**src/hw/rtl/midi_byte_stream_parser_defines.svh**
```systemverilog
// ----------------------------------------------------------------------------
// midi byte stream parser assertion macros
// shared property shorthands, sampled on clk and held off during reset
// ----------------------------------------------------------------------------
`ifndef MIDI_BYTE_STREAM_PARSER_DEFINES_SVH
`define MIDI_BYTE_STREAM_PARSER_DEFINES_SVH

// same-cycle implication
`define MBSP_ASSERT_NOW(lbl, ante, cons, txt) \
    lbl: assert property (@(posedge clk) disable iff (!rst_n) (ante) |-> (cons)) \
        else $error(txt);

// next-cycle implication
`define MBSP_ASSERT_NEXT(lbl, ante, cons, txt) \
    lbl: assert property (@(posedge clk) disable iff (!rst_n) (ante) |=> (cons)) \
        else $error(txt);

`endif

```
**src/hw/rtl/mbsp_pkg.sv**
```systemverilog
// ----------------------------------------------------------------------------
// mbsp_pkg
// types, status codes and lookup functions of the midi byte stream parser
// ----------------------------------------------------------------------------
`timescale 1ns / 1ps
`default_nettype none

package mbsp_pkg;

    localparam logic [7:0] STATUS_BIT   = 8'h80;
    localparam logic [7:0] HIGH_NIB     = 8'hF0;
    localparam logic [7:0] LOW_NIB      = 8'h0F;
    localparam logic [7:0] RT_FIRST     = 8'hF8;

    localparam logic [7:0] ST_NOTE_OFF  = 8'h80;
    localparam logic [7:0] ST_NOTE_ON   = 8'h90;
    localparam logic [7:0] ST_POLY_AT   = 8'hA0;
    localparam logic [7:0] ST_CTRL      = 8'hB0;
    localparam logic [7:0] ST_PROG      = 8'hC0;
    localparam logic [7:0] ST_CHAN_AT   = 8'hD0;
    localparam logic [7:0] ST_BEND      = 8'hE0;
    localparam logic [7:0] ST_TIME_CODE = 8'hF1;
    localparam logic [7:0] ST_SONG_POS  = 8'hF2;
    localparam logic [7:0] ST_SONG_SEL  = 8'hF3;

    typedef struct packed {
        logic [7:0] status;
        logic [1:0] length;
        logic [6:0] data_first;
        logic [6:0] data_second;
        logic [4:0] channel;
    } msg_t;

    typedef struct packed {
        logic       valid;
        logic [7:0] data;
    } byte_stage_t;

    typedef struct packed {
        logic valid;
        msg_t msg;
    } result_t;

    // number of data bytes that follow a status byte
    function automatic logic [1:0] count_for(input logic [7:0] st);
        logic [7:0] hi;
        logic [1:0] cnt;
        hi = st & HIGH_NIB;
        case (hi) inside
            ST_PROG, ST_CHAN_AT:
                cnt = 2'd1;
            ST_NOTE_OFF, ST_NOTE_ON, ST_POLY_AT, ST_CTRL, ST_BEND:
                cnt = 2'd2;
            default:
            begin
                case (st) inside
                    ST_TIME_CODE, ST_SONG_SEL: cnt = 2'd1;
                    ST_SONG_POS:               cnt = 2'd2;
                    default:                   cnt = 2'd0;
                endcase
            end
        endcase
        return cnt;
    endfunction

    // channel 1 to 16 for voice statuses, 0 for system
    function automatic logic [4:0] chan_of(input logic [7:0] st);
        logic [4:0] ch;
        if ((st & HIGH_NIB) < HIGH_NIB)
        begin
            ch = 5'({1'b0, st[3:0]}) + 5'd1;
        end
        else
        begin
            ch = 5'd0;
        end
        return ch;
    endfunction

endpackage

`default_nettype wire

```
**src/hw/rtl/mbsp_channels.sv**
```systemverilog
// ----------------------------------------------------------------------------
// mbsp channels
// valid/ready interfaces for the raw byte stream and the decoded messages
// ----------------------------------------------------------------------------
`timescale 1ns / 1ps
`default_nettype none

interface mbsp_byte_if;
    logic       valid;
    logic       ready;
    logic [7:0] in_byte;

    modport source (output valid, output in_byte, input ready);
    modport sink   (input valid, input in_byte, output ready);
endinterface

interface mbsp_msg_if;
    logic       valid;
    logic       ready;
    logic [7:0] msg_status;
    logic [1:0] msg_length;
    logic [6:0] msg_data_first;
    logic [6:0] msg_data_second;
    logic [4:0] msg_channel;

    modport source (output valid, output msg_status, output msg_length,
                    output msg_data_first, output msg_data_second,
                    output msg_channel, input ready);
    modport sink   (input valid, input msg_status, input msg_length,
                    input msg_data_first, input msg_data_second,
                    input msg_channel, output ready);
endinterface

`default_nettype wire

```
**src/hw/rtl/mbsp_in_stage.sv**
```systemverilog
// ----------------------------------------------------------------------------
// mbsp_in_stage
// input register for one midi byte, refilled in the cycle it is consumed
// ----------------------------------------------------------------------------
`timescale 1ns / 1ps
`default_nettype none

module mbsp_in_stage (
    input  wire logic                 clk,
    input  wire logic                 rst_n,
    mbsp_byte_if.sink                 midi,
    input  wire logic                 fire,
    output mbsp_pkg::byte_stage_t     stage
);

    logic       valid_reg;
    logic       valid_next;
    logic [7:0] byte_reg;

    // empty or draining this cycle
    assign midi.ready = !valid_reg || fire;

    always_comb
    begin
        valid_next = valid_reg;
        if (midi.ready)
        begin
            valid_next = midi.valid;
        end
    end

    always_ff @(posedge clk or negedge rst_n)
    begin
        if (!rst_n)
        begin
            valid_reg <= 1'b0;
        end
        else
        begin
            valid_reg <= valid_next;
        end
    end

    always_ff @(posedge clk)
    begin
        if (midi.valid && midi.ready)
        begin
            byte_reg <= midi.in_byte;
        end
    end

    assign stage.valid = valid_reg;
    assign stage.data  = byte_reg;

endmodule

`default_nettype wire

```
**src/hw/rtl/mbsp_core.sv**
```systemverilog
// ----------------------------------------------------------------------------
// mbsp_core
// running status state and per-byte message decode
// ----------------------------------------------------------------------------
`timescale 1ns / 1ps
`default_nettype none

`include "midi_byte_stream_parser_defines.svh"

module mbsp_core (
    input  wire logic                 clk,
    input  wire logic                 rst_n,
    input  wire mbsp_pkg::byte_stage_t stage,
    input  wire logic                 fire,
    output mbsp_pkg::result_t         res
);

    logic [7:0] status_reg;
    logic [7:0] status_next;
    logic       pos_reg;
    logic       pos_next;
    logic [1:0] cnt_reg;
    logic [1:0] cnt_next;
    logic [6:0] slot0_reg;
    logic [6:0] slot0_next;
    logic [6:0] slot1_reg;
    logic [6:0] slot1_next;

    logic [7:0] b;
    logic       is_rt;
    logic       is_status;
    logic [1:0] new_cnt;
    logic [1:0] filled;

    assign b         = stage.data;
    assign is_rt     = b >= mbsp_pkg::RT_FIRST;
    assign is_status = (b & mbsp_pkg::STATUS_BIT) != 8'h00;
    assign new_cnt   = mbsp_pkg::count_for(b);
    assign filled    = 2'({1'b0, pos_reg}) + 2'd1;

    always_comb
    begin
        status_next = status_reg;
        pos_next    = pos_reg;
        cnt_next    = cnt_reg;
        slot0_next  = slot0_reg;
        slot1_next  = slot1_reg;
        res         = '0;

        if (is_rt)
        begin
            // realtime, state untouched, zeroed data
            res.valid          = 1'b1;
            res.msg.status     = b;
            res.msg.length     = 2'd0;
            res.msg.channel    = mbsp_pkg::chan_of(b);
        end
        else if (is_status)
        begin
            status_next = b;
            pos_next    = 1'b0;
            cnt_next    = new_cnt;
            if (new_cnt == 2'd0)
            begin
                res.valid           = 1'b1;
                res.msg.status      = b;
                res.msg.length      = 2'd0;
                res.msg.data_first  = slot0_reg;
                res.msg.data_second = slot1_reg;
                res.msg.channel     = mbsp_pkg::chan_of(b);
            end
        end
        else if (status_reg != 8'h00)
        begin
            if (pos_reg)
            begin
                slot1_next = b[6:0];
            end
            else
            begin
                slot0_next = b[6:0];
            end
            if (filled >= cnt_reg)
            begin
                pos_next            = 1'b0;
                res.valid           = 1'b1;
                res.msg.status      = status_reg;
                res.msg.length      = cnt_reg;
                res.msg.data_first  = slot0_next;
                res.msg.data_second = slot1_next;
                res.msg.channel     = mbsp_pkg::chan_of(status_reg);
            end
            else
            begin
                pos_next = 1'b1;
            end
        end

        if (!stage.valid)
        begin
            res.valid = 1'b0;
        end
    end

    always_ff @(posedge clk or negedge rst_n)
    begin
        if (!rst_n)
        begin
            status_reg <= 8'h00;
            pos_reg    <= 1'b0;
            cnt_reg    <= 2'd0;
            slot0_reg  <= 7'd0;
            slot1_reg  <= 7'd0;
        end
        else if (fire)
        begin
            status_reg <= status_next;
            pos_reg    <= pos_next;
            cnt_reg    <= cnt_next;
            slot0_reg  <= slot0_next;
            slot1_reg  <= slot1_next;
        end
    end

    `MBSP_ASSERT_NEXT(a_rt_keeps_state, fire && is_rt,
        $stable(status_reg) && $stable(pos_reg) && $stable(cnt_reg),
        "realtime byte changed parser state")
    `MBSP_ASSERT_NOW(a_pos_needs_two, pos_reg, cnt_reg == 2'd2,
        "half-filled message under a count other than two")
    `MBSP_ASSERT_NOW(a_pos_needs_status, status_reg == 8'h00, !pos_reg,
        "data slot filled before any status")
    `MBSP_ASSERT_NOW(a_res_is_status, res.valid, res.msg.status[7],
        "message without a status byte")

endmodule

`default_nettype wire

```
**src/hw/rtl/mbsp_out_stage.sv**
```systemverilog
// ----------------------------------------------------------------------------
// mbsp_out_stage
// result register driving the message channel
// ----------------------------------------------------------------------------
`timescale 1ns / 1ps
`default_nettype none

module mbsp_out_stage (
    input  wire logic                 clk,
    input  wire logic                 rst_n,
    input  wire logic                 fire,
    input  wire mbsp_pkg::result_t    res,
    output logic                      space,
    mbsp_msg_if.source                msg
);

    logic           valid_reg;
    logic           valid_next;
    mbsp_pkg::msg_t msg_reg;

    // register free or emptied by this cycle's transfer
    assign space = !valid_reg || msg.ready;

    always_comb
    begin
        valid_next = valid_reg;
        if (fire)
        begin
            valid_next = res.valid;
        end
        else if (msg.ready)
        begin
            valid_next = 1'b0;
        end
    end

    always_ff @(posedge clk or negedge rst_n)
    begin
        if (!rst_n)
        begin
            valid_reg <= 1'b0;
        end
        else
        begin
            valid_reg <= valid_next;
        end
    end

    always_ff @(posedge clk)
    begin
        if (fire && res.valid)
        begin
            msg_reg <= res.msg;
        end
    end

    assign msg.valid           = valid_reg;
    assign msg.msg_status      = msg_reg.status;
    assign msg.msg_length      = msg_reg.length;
    assign msg.msg_data_first  = msg_reg.data_first;
    assign msg.msg_data_second = msg_reg.data_second;
    assign msg.msg_channel     = msg_reg.channel;

endmodule

`default_nettype wire

```
**src/hw/rtl/midi_byte_stream_parser.sv**
```systemverilog
// ----------------------------------------------------------------------------
// midi_byte_stream_parser
// running status midi parser, one raw byte in, at most one message out
// ----------------------------------------------------------------------------
// Takes one byte of a MIDI stream per transfer on midi and hands out a
// message on msg each time one completes. The block accepts a byte in every
// cycle when msg keeps up; a byte is held in the input register, decoded,
// and the message is loaded into the result register, which drives msg.
// Realtime bytes (0xF8 and up) pass straight through with length 0, zero
// data and no effect on the running status. Other status bytes set the
// running status and the expected data count; statuses with no data
// bytes complete at once. Data bytes before any status are dropped. Unused
// data fields carry whatever the slots last held. Channel is 1 to 16 for
// voice messages and 0 for system messages.
// ----------------------------------------------------------------------------
`timescale 1ns / 1ps
`default_nettype none

module midi_byte_stream_parser (
    input  wire logic   clk,
    input  wire logic   rst_n,
    mbsp_byte_if.sink   midi,
    mbsp_msg_if.source  msg
);

    // byte held in the input register
    mbsp_pkg::byte_stage_t stage;
    // decode of that byte against the current state
    mbsp_pkg::result_t     res;
    // result register can take a new value
    logic                  space;
    // the held byte is consumed: state updates and the result is loaded
    logic                  fire;

    assign fire = stage.valid && space;

    // input register
    mbsp_in_stage u_in_stage (
        .clk   (clk),
        .rst_n (rst_n),
        .midi  (midi),
        .fire  (fire),
        .stage (stage)
    );

    // running status, data slots and message decode
    mbsp_core u_core (
        .clk   (clk),
        .rst_n (rst_n),
        .stage (stage),
        .fire  (fire),
        .res   (res)
    );

    // result register, bytes that complete no message leave it untouched
    mbsp_out_stage u_out_stage (
        .clk   (clk),
        .rst_n (rst_n),
        .fire  (fire),
        .res   (res),
        .space (space),
        .msg   (msg)
    );

endmodule

`default_nettype wire
```
**src/flat_wrapper.sv**
```systemverilog
// flat-port wrapper written by rule: the top's interface ports become plain ports
module midi_byte_stream_parser_flat 
  (clk, rst_n, midi_valid, midi_in_byte, midi_ready, msg_valid, msg_msg_status, msg_msg_length, msg_msg_data_first, msg_msg_data_second, msg_msg_channel, msg_ready);
  mbsp_byte_if midi_i ();
  mbsp_msg_if msg_i ();
  input  wire logic clk;
  input  wire logic rst_n;
  input wire logic [$bits(midi_i.valid)-1:0] midi_valid;
  input wire logic [$bits(midi_i.in_byte)-1:0] midi_in_byte;
  output wire logic [$bits(midi_i.ready)-1:0] midi_ready;
  output wire logic [$bits(msg_i.valid)-1:0] msg_valid;
  output wire logic [$bits(msg_i.msg_status)-1:0] msg_msg_status;
  output wire logic [$bits(msg_i.msg_length)-1:0] msg_msg_length;
  output wire logic [$bits(msg_i.msg_data_first)-1:0] msg_msg_data_first;
  output wire logic [$bits(msg_i.msg_data_second)-1:0] msg_msg_data_second;
  output wire logic [$bits(msg_i.msg_channel)-1:0] msg_msg_channel;
  input wire logic [$bits(msg_i.ready)-1:0] msg_ready;
  assign midi_i.valid = midi_valid;
  assign midi_i.in_byte = midi_in_byte;
  assign midi_ready = midi_i.ready;
  assign msg_valid = msg_i.valid;
  assign msg_msg_status = msg_i.msg_status;
  assign msg_msg_length = msg_i.msg_length;
  assign msg_msg_data_first = msg_i.msg_data_first;
  assign msg_msg_data_second = msg_i.msg_data_second;
  assign msg_msg_channel = msg_i.msg_channel;
  assign msg_i.ready = msg_ready;
  midi_byte_stream_parser u_core (.clk(clk), .rst_n(rst_n), .midi(midi_i), .msg(msg_i));
endmodule
```
**config.mk**
```make
export PLATFORM = sky130hd
export DESIGN_NAME = midi_byte_stream_parser_flat
export DESIGN_NICKNAME = d
export VERILOG_FILES = /design/src/hw/rtl/mbsp_pkg.sv /design/src/hw/rtl/mbsp_channels.sv /design/src/hw/rtl/mbsp_in_stage.sv /design/src/hw/rtl/mbsp_core.sv /design/src/hw/rtl/mbsp_out_stage.sv /design/src/hw/rtl/midi_byte_stream_parser.sv /design/src/flat_wrapper.sv
export VERILOG_INCLUDE_DIRS = /design/src /design/src/hw/rtl
export SDC_FILE = /design/constraint.sdc
export NUM_CORES = 1
export LEC_CHECK = 0
export BUFFER_PORTS_ARGS = -buffer_cell sky130_fd_sc_hd__buf_2
export CAP_MARGIN = 20
export CORE_UTILIZATION = 45
export CTS_BUF_LIST = sky130_fd_sc_hd__clkbuf_4
export CTS_CLUSTER_SIZE = 12
export DETAILED_ROUTE_END_ITERATION = 12
export PLACE_DENSITY_LB_ADDON = 0.08
export REMOVE_ABC_BUFFERS = 1
export SETUP_SLACK_MARGIN = 0.05
export SYNTH_ARGS = -nofsm -noshare
export SYNTH_HDL_FRONTEND = slang
export SYNTH_SLANG_ARGS = --single-unit
```
**constraint.sdc**
```tcl
create_clock -name clk -period 3.4 [get_ports clk]
set_clock_uncertainty 0.05 [all_clocks]
set_input_delay 0.51 -clock clk [delete_from_list [all_inputs] [get_ports clk]]
set_output_delay 0.51 -clock clk [all_outputs]
set_load 0.02 [all_outputs]
```
==> results.toml <==
[cells_and_area]
nFillCells = 508
final_cell_mix = "buf_2 (42), edfxtp_1 (37), dfrtp_1 (27)"
drive_gt1_share_pct = 36.7
layout_commonest_cell = "buf_2"
n_antenna_cell = 0
syn2layout_area_growth_pct = 14.1
stdcell_count = 315
final_core_util_pct = 53.4
fin_nets = 255

[synth]
synth_mux_area_share_pct = 6.91
ys_warn_count = 0
ys_seq_elements = 64
synth_top_family_by_area = "compound AO/OA/AOI/OAI gates"
synth_top_area_share_pct = 40.1
yosys.area.top_type = "edfxtp_1"
synth_seq_area_share_pct = 64.5
synth_cell_types = 41
synth_xor_area_share_pct = 0.632
ys.flop_type = "edfxtp_1"
synth-async-reset-ratio_pct = 42.2
yosys-top-cells-area = "edfxtp_1 (40%), dfrtp_1 (24%), mux2_2 (6.9%), a22o_1 (3.5%), ha_1 (3.2%)"
synth_compound_area_share_pct = 13.8
synth-simple-area-share_pct = 8.67
syn_inst = 188
syn_area_um2 = 2770
synth_fa_ha_area_share_pct = 3.16
synth-edff-count = 37
avgSynthCellArea_um2 = 14.7

[min_path]
min_path_type = "input pin to async pin"

[cts]
clk_pin_slew_worst_paths_ps = 110
cts_resized = 0
cts_tree = "done"
cts_inserted_buffers = 9
clock_latency_ps = 400
post-cts-setup-buffer-count = 0
ctsRootBufferMaster = "clkbuf_4"
ctsLongestPathBuffers = 2
clock_tree.htree_level_count = 3
clock_sinks = 64
cts_hold_buf = 0

[route]
drt_iter0_markers = 112
wl_met3_um = 287
via_per_inst = 5.44
wl_mm = 5.41
ant_nets = 0
first_pass_iters = 5
drc = 0
drt-met1-wl_mm = 2.42
met2_wirelength_mm = 2.58
wire_per_inst_um = 17.2
dr_total_vias = 1714
routed.top_layer = "met4"

[floorplan]
die-area_um2 = 6470
die_height_um = 80.5
num_io_pins = 43
core-area_um2 = 5920
num_rows = 28
start_util_pct = 46.8
die_w_um = 80.5

[power_and_ir_drop]
ir_worst_vdd_v = 0.000271
powerDensity_nw_per_um2 = 773
total_power_mw = 2.44
p_leak_nw = 1.31

[worst_setup_path]
slowest_stage = "edfxtp_1"
cp_data_arrival_time_ps = 2450
crit_buf_inv = 2
crit_family = "flip-flops"
cp_max_fo = 29
path_class = "register to register"
end_kind = "register"
max_stage_delay_ps = 590
critPathRequiredTime_ps = 3410
worst_setup_path_start_kind = "register"
cp_cell_sequence = "inv_1 -> ha_1 -> nor3_1 -> o31a_1 -> a21oi_1 -> nor2_2 -> buf_4"

[timing]
hold_viol_final = 0
final.min_clock_period_ps = 2440
worstMarginPinSlew_ps = 694
finalCritPeriodShare_pct = 71.8
fin_tns_setup_ps = 0
setup_viol_count_final = 0
final_max_slew_viol_count = 0
fmaxAchievable_mhz = 410
slew_headroom_pct = 53.8
fin_ws_ps = 958
rsz0062_at_grt = "false"

[global_route]
antenna_found_initial = 0
grt_max_degree = 30
grt_usage_pct = 19.3
grt.overflow.total = 0
grt_pass1_vias = 1725
grt_pass1_wl_mm = 8.78

[placed_design]
gp_congestion = 0.886
pre_cts_ws_ps = 945
io_buffers = 42
dpl.cell_count = 300
hpwl_mm = 3.73

[job]
maxCapViolations = 0

[outcome]
status = "completed"
final cells by class:
cell class,instances,area (µm²),area share (%)
sequential,64,1790,56.5
multi-input combinational,109,921,29.1
timing repair buffer,43,218,6.89
clock buffer,13,97.6,3.09
tap,75,93.8,2.97
inverter,9,33.8,1.07
clock inverter,2,10.0,0.317
per-stage QoR:
stage | hold WS, ps | instance area, µm²
floorplan | 164 | 2740
global placement | 433 | 3050
detailed placement | 432 | 3050
CTS | 71.2 | 3160
global route | 95.3 | 3160
finish | 53.9 | 3160
worst reg2reg max path: stages, from the launching register on:
cell	delay, ps
edfxtp_1	590
inv_1	120
ha_1	230
nor3_1	200
o31a_1	320
a21oi_1	120
nor2_2	110
buf_4	350
final timing paths:
kind	from	to	slack [ps]	depth (start not counted)
setup / recovery	u_core.u_in_stage.byte_reg[0]	u_core.u_out_stage.msg.msg_channel[2]	960	7
hold / removal	rst_n	u_core.u_core.slot0_reg[6]	50	1
setup reg to reg	u_core.u_in_stage.byte_reg[0]	u_core.u_out_stage.msg.msg_channel[2]	960	7
hold reg to reg	u_core.u_core.cnt_reg[1]	u_core.u_core.cnt_reg[1]	440	2
max in group asynchronous	rst_n	u_core.u_core.status_reg[2]	2810	1
min in group clk	midi_in_byte[5]	u_core.u_in_stage.byte_reg[5]	230	1
kinds of logic (layout without fill, tap and decap cells):
logic type | count (synthesis) | after routing
compound gates | 44 | 44
xor+xnor | 2 | 2
fa+ha+maj | 7 | 7
buf+inv | 15 | 67
flops | 64 | 64
mux | 17 | 17
simple gates | 39 | 39
report_power, final:
part           internal [mW]  switching [mW]  total (mW)
clock network          0.178           0.247       0.424
registers               1.10           0.170        1.27
logic                  0.322           0.427       0.748
total                   1.60           0.844        2.44
synthesized netlist by cell type (all sizes together) (2+ instances only):
master and number:
edfxtp 37, dfrtp 27, mux2 17, a22o 11, inv 9, a32o 8, nor2 8, o21ai 8
ha 7, nand2 7, a21o 5, nand3 5, nor3 5, clkbuf 4, nand2b 4, a21oi 2
and2 2, and3 2, buf 2, nand4 2, o31ai 2, or2 2
layer usage:
metal  vias up  track usage, %
met5         -               0
met4         0            9.46
met3        13            5.91
met2        53            29.7
met1       835            24.5
li1        813               -
No activity file was read; power rests on OpenSTA's default activity.
